`config.mk`:
```
export PLATFORM = sky130hd
export DESIGN_NAME = block_nested_loop_join
export DESIGN_NICKNAME = d
export VERILOG_FILES = /design/src/rtl/bnlj_pkg.sv /design/src/rtl/bnlj_front.sv /design/src/rtl/bnlj_queue.sv /design/src/rtl/bnlj_back.sv /design/src/rtl/block_nested_loop_join.sv
export SDC_FILE = /design/constraint.sdc
export NUM_CORES = 2
export LEC_CHECK = 0
export BUFFER_PORTS_ARGS = -buffer_cell sky130_fd_sc_hd__buf_2
export CAP_MARGIN = 20
export CORE_MARGIN = 2
export CORE_UTILIZATION = 41
export DETAILED_ROUTE_END_ITERATION = 10
export PLACE_DENSITY = 0.65
export SLEW_MARGIN = 20
export SYNTH_ARGS = -nofsm -noshare
export SYNTH_HDL_FRONTEND = slang
export SYNTH_SLANG_ARGS = --single-unit
export TNS_END_PERCENT = 100
```
`constraint.sdc`:
```
create_clock -name clk_i -period 13.7 [get_ports clk_i]
set_input_delay 1.37 -clock clk_i [delete_from_list [all_inputs] [get_ports clk_i]]
set_output_delay 1.37 -clock clk_i [all_outputs]
set_load 0.02 [all_outputs]
```
`src/rtl/bnlj_pkg.sv`:
```
// ----------------------------------------------------------------------------
// bnlj_pkg
// types, codes and constants shared by the block nested loop join engine
// ----------------------------------------------------------------------------
package bnlj_pkg;

  localparam int unsigned BLOCK_DEPTH_DEF = 16;
  localparam int unsigned QUEUE_DEPTH = 2;

  localparam logic [1:0] ACT_CLEAR = 2'd0;
  localparam logic [1:0] ACT_LOAD  = 2'd1;
  localparam logic [1:0] ACT_PROBE = 2'd2;

  typedef enum logic [1:0] {
    OP_CLEAR,
    OP_LOAD,
    OP_PROBE
  } bnlj_op_e;

  typedef enum logic [1:0] {
    ST_IDLE,
    ST_SCAN,
    ST_FLUSH
  } bnlj_state_e;

  typedef struct packed {
    logic [1:0]  action;
    logic [31:0] tuple_key;
    logic [31:0] tuple_value;
  } in_item_t;

  typedef struct packed {
    logic [31:0] left_key;
    logic [31:0] left_value;
    logic [31:0] right_key;
    logic [31:0] right_value;
    logic        overflow;
    logic        last_match;
  } result_t;

  typedef struct packed {
    bnlj_op_e    op;
    logic [31:0] key;
    logic [31:0] value;
  } cmd_t;

  typedef struct packed {
    logic valid;
    cmd_t cmd;
  } cmd_xfer_t;

  typedef struct packed {
    logic [31:0] key;
    logic [31:0] value;
  } tuple_t;

endpackage

```
`src/rtl/bnlj_front.sv`:
```
// ----------------------------------------------------------------------------
// bnlj_front
// accepts input items, decodes the action and pushes commands to the queue
// ----------------------------------------------------------------------------
module bnlj_front import bnlj_pkg::*; (
  input  logic      start,
  input  in_item_t  in_item_i,
  input  logic      q_full_i,
  output logic      busy,
  output cmd_xfer_t push_o
);

  logic accept;

  assign busy   = q_full_i;
  assign accept = start & ~q_full_i;

  always_comb begin
    push_o.valid     = 1'b0;
    push_o.cmd.op    = OP_CLEAR;
    push_o.cmd.key   = in_item_i.tuple_key;
    push_o.cmd.value = in_item_i.tuple_value;
    case (in_item_i.action)
      ACT_CLEAR: begin
        push_o.valid  = accept;
        push_o.cmd.op = OP_CLEAR;
      end
      ACT_LOAD: begin
        push_o.valid  = accept;
        push_o.cmd.op = OP_LOAD;
      end
      ACT_PROBE: begin
        push_o.valid  = accept;
        push_o.cmd.op = OP_PROBE;
      end
      default: begin
        // unused code, dropped
        push_o.valid = 1'b0;
      end
    endcase
  end

endmodule

```
`src/rtl/bnlj_queue.sv`:
```
// ----------------------------------------------------------------------------
// bnlj_queue
// short command queue between front and back
// ----------------------------------------------------------------------------
module bnlj_queue import bnlj_pkg::*; (
  input  logic      clk_i,
  input  logic      rst_ni,
  input  cmd_xfer_t push_i,
  input  logic      pop_i,
  output logic      full_o,
  output cmd_xfer_t head_o
);

  localparam int unsigned PtrW = (QUEUE_DEPTH > 1) ? $clog2(QUEUE_DEPTH) : 1;
  localparam int unsigned CntW = $clog2(QUEUE_DEPTH + 1);

  cmd_t            entry_q [QUEUE_DEPTH];
  logic [PtrW-1:0] wr_ptr_q, wr_ptr_d;
  logic [PtrW-1:0] rd_ptr_q, rd_ptr_d;
  logic [CntW-1:0] count_q, count_d;
  logic            do_push, do_pop;

  assign full_o      = (count_q == CntW'(QUEUE_DEPTH));
  assign head_o.valid = (count_q != '0);
  assign head_o.cmd   = entry_q[rd_ptr_q];
  assign do_push     = push_i.valid & ~full_o;
  assign do_pop      = pop_i & head_o.valid;

  always_comb begin
    wr_ptr_d = wr_ptr_q;
    rd_ptr_d = rd_ptr_q;
    count_d  = count_q;
    if (do_push) begin
      wr_ptr_d = (wr_ptr_q == PtrW'(QUEUE_DEPTH - 1)) ? '0 : wr_ptr_q + PtrW'(1);
    end
    if (do_pop) begin
      rd_ptr_d = (rd_ptr_q == PtrW'(QUEUE_DEPTH - 1)) ? '0 : rd_ptr_q + PtrW'(1);
    end
    if (do_push && !do_pop) begin
      count_d = count_q + CntW'(1);
    end else if (!do_push && do_pop) begin
      count_d = count_q - CntW'(1);
    end
  end

  always_ff @(posedge clk_i or negedge rst_ni) begin
    if (!rst_ni) begin
      wr_ptr_q <= '0;
      rd_ptr_q <= '0;
      count_q  <= '0;
    end else begin
      wr_ptr_q <= wr_ptr_d;
      rd_ptr_q <= rd_ptr_d;
      count_q  <= count_d;
    end
  end

  always_ff @(posedge clk_i) begin
    if (do_push) begin
      entry_q[wr_ptr_q] <= push_i.cmd;
    end
  end

endmodule

```
`src/rtl/bnlj_back.sv`:
```
// ----------------------------------------------------------------------------
// bnlj_back
// executes commands: tuple buffer, fill count, probe scan and result register
// ----------------------------------------------------------------------------
module bnlj_back import bnlj_pkg::*; #(
  parameter int unsigned BLOCK_DEPTH = BLOCK_DEPTH_DEF
) (
  input  logic      clk_i,
  input  logic      rst_ni,
  input  cmd_xfer_t head_i,
  output logic      pop_o,
  output logic      result_valid_o,
  output result_t   result_o
);

  localparam int unsigned IdxW = (BLOCK_DEPTH > 1) ? $clog2(BLOCK_DEPTH) : 1;
  localparam int unsigned CntW = $clog2(BLOCK_DEPTH + 1);

  tuple_t          mem_q [BLOCK_DEPTH];
  tuple_t          rdata_q;
  logic            rd_en;
  logic [IdxW-1:0] rd_addr;
  logic            wr_en;

  bnlj_state_e     state_q, state_d;
  logic [CntW-1:0] fill_q, fill_d;
  logic [CntW-1:0] idx_q, idx_d;
  logic            dvld_q, dvld_d;
  logic            dlast_q, dlast_d;
  logic [31:0]     pkey_q, pkey_d;
  logic [31:0]     pval_q, pval_d;
  tuple_t          pend_q, pend_d;
  logic            pend_v_q, pend_v_d;
  logic            res_v_q, res_v_d;
  result_t         res_q, res_d;
  logic            hit;

  assign hit = dvld_q & (rdata_q.value == pval_q);

  always_comb begin
    state_d  = state_q;
    fill_d   = fill_q;
    idx_d    = idx_q;
    dvld_d   = 1'b0;
    dlast_d  = 1'b0;
    pkey_d   = pkey_q;
    pval_d   = pval_q;
    pend_d   = pend_q;
    pend_v_d = pend_v_q;
    res_v_d  = 1'b0;
    res_d    = res_q;
    pop_o    = 1'b0;
    rd_en    = 1'b0;
    rd_addr  = idx_q[IdxW-1:0];
    wr_en    = 1'b0;
    case (state_q)
      ST_IDLE: begin
        if (head_i.valid) begin
          pop_o = 1'b1;
          case (head_i.cmd.op)
            OP_CLEAR: begin
              fill_d = '0;
            end
            OP_LOAD: begin
              if (fill_q == CntW'(BLOCK_DEPTH)) begin
                res_v_d = 1'b1;
                res_d   = '{left_key: '0, left_value: '0, right_key: '0,
                            right_value: '0, overflow: 1'b1, last_match: 1'b1};
              end else begin
                wr_en  = 1'b1;
                fill_d = fill_q + CntW'(1);
              end
            end
            OP_PROBE: begin
              pkey_d = head_i.cmd.key;
              pval_d = head_i.cmd.value;
              if (fill_q != '0) begin
                rd_en    = 1'b1;
                rd_addr  = '0;
                idx_d    = CntW'(1);
                dvld_d   = 1'b1;
                dlast_d  = (fill_q == CntW'(1));
                pend_v_d = 1'b0;
                state_d  = ST_SCAN;
              end
            end
            default: begin
              fill_d = fill_q;
            end
          endcase
        end
      end
      ST_SCAN: begin
        if (idx_q < fill_q) begin
          rd_en   = 1'b1;
          idx_d   = idx_q + CntW'(1);
          dvld_d  = 1'b1;
          dlast_d = ((idx_q + CntW'(1)) == fill_q);
        end
        if (hit) begin
          if (pend_v_q) begin
            res_v_d = 1'b1;
            res_d   = '{left_key: pkey_q, left_value: pval_q, right_key: pend_q.key,
                        right_value: pend_q.value, overflow: 1'b0, last_match: 1'b0};
          end
          pend_d   = rdata_q;
          pend_v_d = 1'b1;
        end
        if (dlast_q) begin
          state_d = ST_FLUSH;
        end
      end
      ST_FLUSH: begin
        if (pend_v_q) begin
          res_v_d = 1'b1;
          res_d   = '{left_key: pkey_q, left_value: pval_q, right_key: pend_q.key,
                      right_value: pend_q.value, overflow: 1'b0, last_match: 1'b1};
        end
        pend_v_d = 1'b0;
        state_d  = ST_IDLE;
      end
      default: begin
        state_d = ST_IDLE;
      end
    endcase
  end

  always_ff @(posedge clk_i or negedge rst_ni) begin
    if (!rst_ni) begin
      state_q  <= ST_IDLE;
      fill_q   <= '0;
      idx_q    <= '0;
      dvld_q   <= 1'b0;
      dlast_q  <= 1'b0;
      pend_v_q <= 1'b0;
      res_v_q  <= 1'b0;
    end else begin
      state_q  <= state_d;
      fill_q   <= fill_d;
      idx_q    <= idx_d;
      dvld_q   <= dvld_d;
      dlast_q  <= dlast_d;
      pend_v_q <= pend_v_d;
      res_v_q  <= res_v_d;
    end
  end

  always_ff @(posedge clk_i) begin
    pkey_q <= pkey_d;
    pval_q <= pval_d;
    pend_q <= pend_d;
    res_q  <= res_d;
  end

  always_ff @(posedge clk_i) begin
    if (wr_en) begin
      mem_q[fill_q[IdxW-1:0]] <= '{key: head_i.cmd.key, value: head_i.cmd.value};
    end
    if (rd_en) begin
      rdata_q <= mem_q[rd_addr];
    end
  end

  assign result_valid_o = res_v_q;
  assign result_o       = res_q;

endmodule

```
`src/rtl/block_nested_loop_join.sv`:
```
// ----------------------------------------------------------------------------
// block_nested_loop_join
// block nested loop equi-join engine with buffered right tuples
//
//   channel   signals                        transfer when
//   input     start, busy, in_item_i         start high and busy low
//   result    result_valid_o, result_o       result_valid_o high, one cycle
//
// a command is registered in the command queue and waits there until it is
// at the head and the back end is idle. clear, load and a probe of an empty
// buffer are executed in the idle state; a probe of a non-empty buffer scans
// the buffer memory read port one entry per cycle, then flushes the match.
// each match is held until the next match or the end of the scan, then
// registered; results come at most one per cycle.
// busy rises when the two-entry command queue is full.
// reset empties the queue and the fill count; buffer contents are not reset.
// the receiver cannot stall results.
// ----------------------------------------------------------------------------
module block_nested_loop_join import bnlj_pkg::*; #(
  parameter int unsigned BLOCK_DEPTH = BLOCK_DEPTH_DEF
) (
  input  logic     clk_i,
  input  logic     rst_ni,
  input  logic     start,
  output logic     busy,
  input  in_item_t in_item_i,
  output logic     result_valid_o,
  output result_t  result_o
);

  cmd_xfer_t push;
  cmd_xfer_t head;
  logic      q_full;
  logic      pop;

  bnlj_front u_front (
    .start     (start),
    .in_item_i (in_item_i),
    .q_full_i  (q_full),
    .busy      (busy),
    .push_o    (push)
  );

  bnlj_queue u_queue (
    .clk_i  (clk_i),
    .rst_ni (rst_ni),
    .push_i (push),
    .pop_i  (pop),
    .full_o (q_full),
    .head_o (head)
  );

  bnlj_back #(
    .BLOCK_DEPTH (BLOCK_DEPTH)
  ) u_back (
    .clk_i          (clk_i),
    .rst_ni         (rst_ni),
    .head_i         (head),
    .pop_o          (pop),
    .result_valid_o (result_valid_o),
    .result_o       (result_o)
  );

endmodule
```
==> flow_summary.yaml <==
synth:
  yosysWarnings: 0
  synthFlopType: "edfxtp_1"
  syn-mean-instance-area_um2: 20.1
  synth.distinct_cells: 57
  synth-edff-count: 1478
  ys_ff_latch: 1498
  ys_seq_area_share_pct: 78.7
  syn-num-nets: 2921
  syn_inst: 2836
  ys_async_sr_fraction_pct: 1.34
  syn-cell-area_um2: 57000
setup_path:
  r2r_slack_ps: 8190
  endpoint: "u_back.rdata_q[25]"
  cp_max_fo: 53
  start_kind: "flip-flop"
  crit_type: "flip-flop to flip-flop"
  endpoint_kind: "flip-flop"
  crit_start: "u_queue.rd_ptr_q"
  r2r-start: "u_queue.rd_ptr_q"
  worstReg2RegEnd: "u_back.rdata_q[25]"
  worstPathArrival_ps: 6020
  r2r_cells: 8
  crit_required_ps: 14210
global_routing:
  grt_max_degree: 129
  grt_pass1_vias: 28162
  grt_overflow: 0
  antenna_found_initial: 8
  grt_usage_pct: 19.0
  grt_pass1_wl_um: 196000
cells_and_area:
  fillers: 11415
  drive_above_1_share_pct: 24.9
  area_growth_pct: 14.0
  final_cell_mix: "1478 x edfxtp_1, 200 x buf_2, 159 x clkbuf_16"
  fin_nets: 3167
  layout_commonest_cell: "edfxtp_1"
  stdcell_area_um2: 65000
sta:
  finalCritPeriodShare_pct: 40.2
  setup_viol: 0
  min_period_ps: 5510
  tightestPinTransition_ps: 1180
  fin_worst_skew_ps: 24.4
  rsz0062_at_grt: "false"
  max-slew-margin-rel_pct: 21.5
  tns_ps: 0
  hold_violations: 0
  drv_slew: 0
  max_freq_mhz: 182
floorplan:
  row_count: 136
  dieArea_um2: 142000
  ios: 201
  die_x_um: 377
  coreArea_um2: 138000
  die-height_um: 377
  start_util_pct: 41.4
outcome:
  outcome: "finished clean"
placed_design:
  dp_hpwl_um: 73900
  place_congestion: 0.821
  placed_area_um2: 60100
  io_buffers: 200
power:
  powerDensity_nw_per_um2: 221
  pwr-share-seq_pct: 45.3
  irDropWorstVdd_v: 0.000251
  p_clk_share_pct: 28.1
  internal-power_uw: 9850
  combPwrFrac_pct: 26.6
  switching_share_pct: 31.3
  p_leak_uw: 0.0218
  switchingPower_uw: 4490
drt:
  final_antenna_net_count: 0
  drc: 0
  wirelength_um: 135000
  vias: 28183
  routed-wl-met2_um: 64000
  dr.max_layer_used: "met4"
  drtIter0Drc: 3175
  wl_met1_um: 57900
  wl_met3_um: 10400
  viasPerCell: 5.63
  wire_per_inst_um: 27.0
  first_pass_iters: 7
clocking:
  cts_setup_buffers: 0
  cts_num_sinks: 1498
  cts_buffer_depth: 3
  clk_latency_ps: 770
  path_clk_slew_ps: 60
  cts_made_buffers: 153
  postCtsHoldBufs: 0
  cts_resized: 0
  root_buffer: "clkbuf_16"
  htree_levels: 4
  cts_tree: "done"
min_path:
  hold_path_class: "flip-flop to flip-flop"
job:
  cap_violations: 0
-- through the flow --
step	power, uW	cells	hold slack [ps]	utilization [%]	setup slack [ps]
after floorplan	9100	2836	400	-	2590
after global placement	10400	4720	402	43.6	8260
after detailed placement	10400	4720	405	43.6	8170
after CTS	14500	5001	413	47.1	8190
after global routing	14900	5002	429	47.2	8000
final	14300	5003	414	47.2	8190
-- synth_stat cells, types with 54 or more instances --
cell type | n | share of area (%)
mux2_2 | 128 | 2.5
and2_1 | 140 | 1.5
mux2i_1 | 129 | 2.3
o21ai_0 | 65 | 0.57
nand3_1 | 71 | 0.62
clkbuf_1 | 123 | 0.81
o221ai_1 | 64 | 0.98
mux4_2 | 128 | 5.1
o211a_1 | 64 | 1.1
a21oi_1 | 72 | 0.63
o211ai_1 | 66 | 0.87
edfxtp_1 | 1478 | 78
mux2_4 | 54 | 1.4
-- flip-flops by register name (all words and copies together) (netlist names) --
name                   cells
u_back.pkey_q             32
u_back.pval_q             32
u_back.mem_q            1024
u_back.idx_q               5
u_back.rdata_q            64
u_queue.rd_ptr_q           1
u_back.result_o          130
u_back.result_valid_o      1
u_queue.count_q            2
u_back.dlast_q             1
u_back.state_q             2
u_back.pend_v_q            1
u_back.pend_q             64
u_back.fill_q              5
u_queue.wr_ptr_q           1
u_back.dvld_q              1
u_queue.entry_q          132
-- critical path, stage by stage (launching register included) --
cell and delay (ps):
dfrtp_4 650, buf_4 750, or3b_4 300, a211o_2 580, buf_4 700, and2_4 690
buf_4 880, mux2_4 360, o211a_1 200
-- worst min path at each step --
stage,from,to,cells after the start
2_1_floorplan,u_back.rdata_q[32],u_back.pend_q[32],0
3_3_place_gp,u_back.rdata_q[36],u_back.pend_q[36],0
3_5_place_dp,u_back.rdata_q[39],u_back.pend_q[39],0
4_1_cts,u_back.rdata_q[41],u_back.pend_q[41],0
5_1_grt,u_back.rdata_q[39],u_back.pend_q[39],0
6_report,u_back.rdata_q[41],u_back.pend_q[41],0
-- routing by layer --
metal | track usage [%] | vias up
met5 | 0 | -
met4 | 4.91 | 0
met3 | 3.65 | 194
met2 | 30.0 | 1114
met1 | 27.1 | 14856
li1 | - | 12019
-- layout make-up --
class,count,area [um^2],area share [%]
Clock buffer,198,4150,6.38
Tap cell,1794,2240,3.45
Sequential cell,1498,44900,69.1
Clock inverter,83,693,1.07
Timing Repair Buffer,248,1390,2.14
Multi-Input combinational cell,1166,11600,17.8
Inverter,15,56.3,0.0866
Antenna cell,1,2.50,0.00385
-- cell families (layout without fill, tap and decap cells) --
group                      Yosys count  in the layout  synth area share (%)
xor gates and xnor gates            47             47                 0.722
and+or+nand+nor                    301            301                  3.03
AOI/OAI and AO/OA                  352            352                  4.47
other                                0              1                     0
muxes                              450            450                  11.5
adders and majority gates           16             16                 0.351
buffers and inverters              172            544                  1.26
DFF                               1498           1498                  78.7
-- power groups by stage --
stage               Clock, uW  Combinational [uW]  Sequential, uW
finish                   4030                3810            6500
global placement            0                3770            6590
detailed placement          0                3820            6600
global route             4290                4090            6550
floorplan                   0                2260            6840
CTS                      4110                3840            6510
Power figures use the tool's default switching activity.
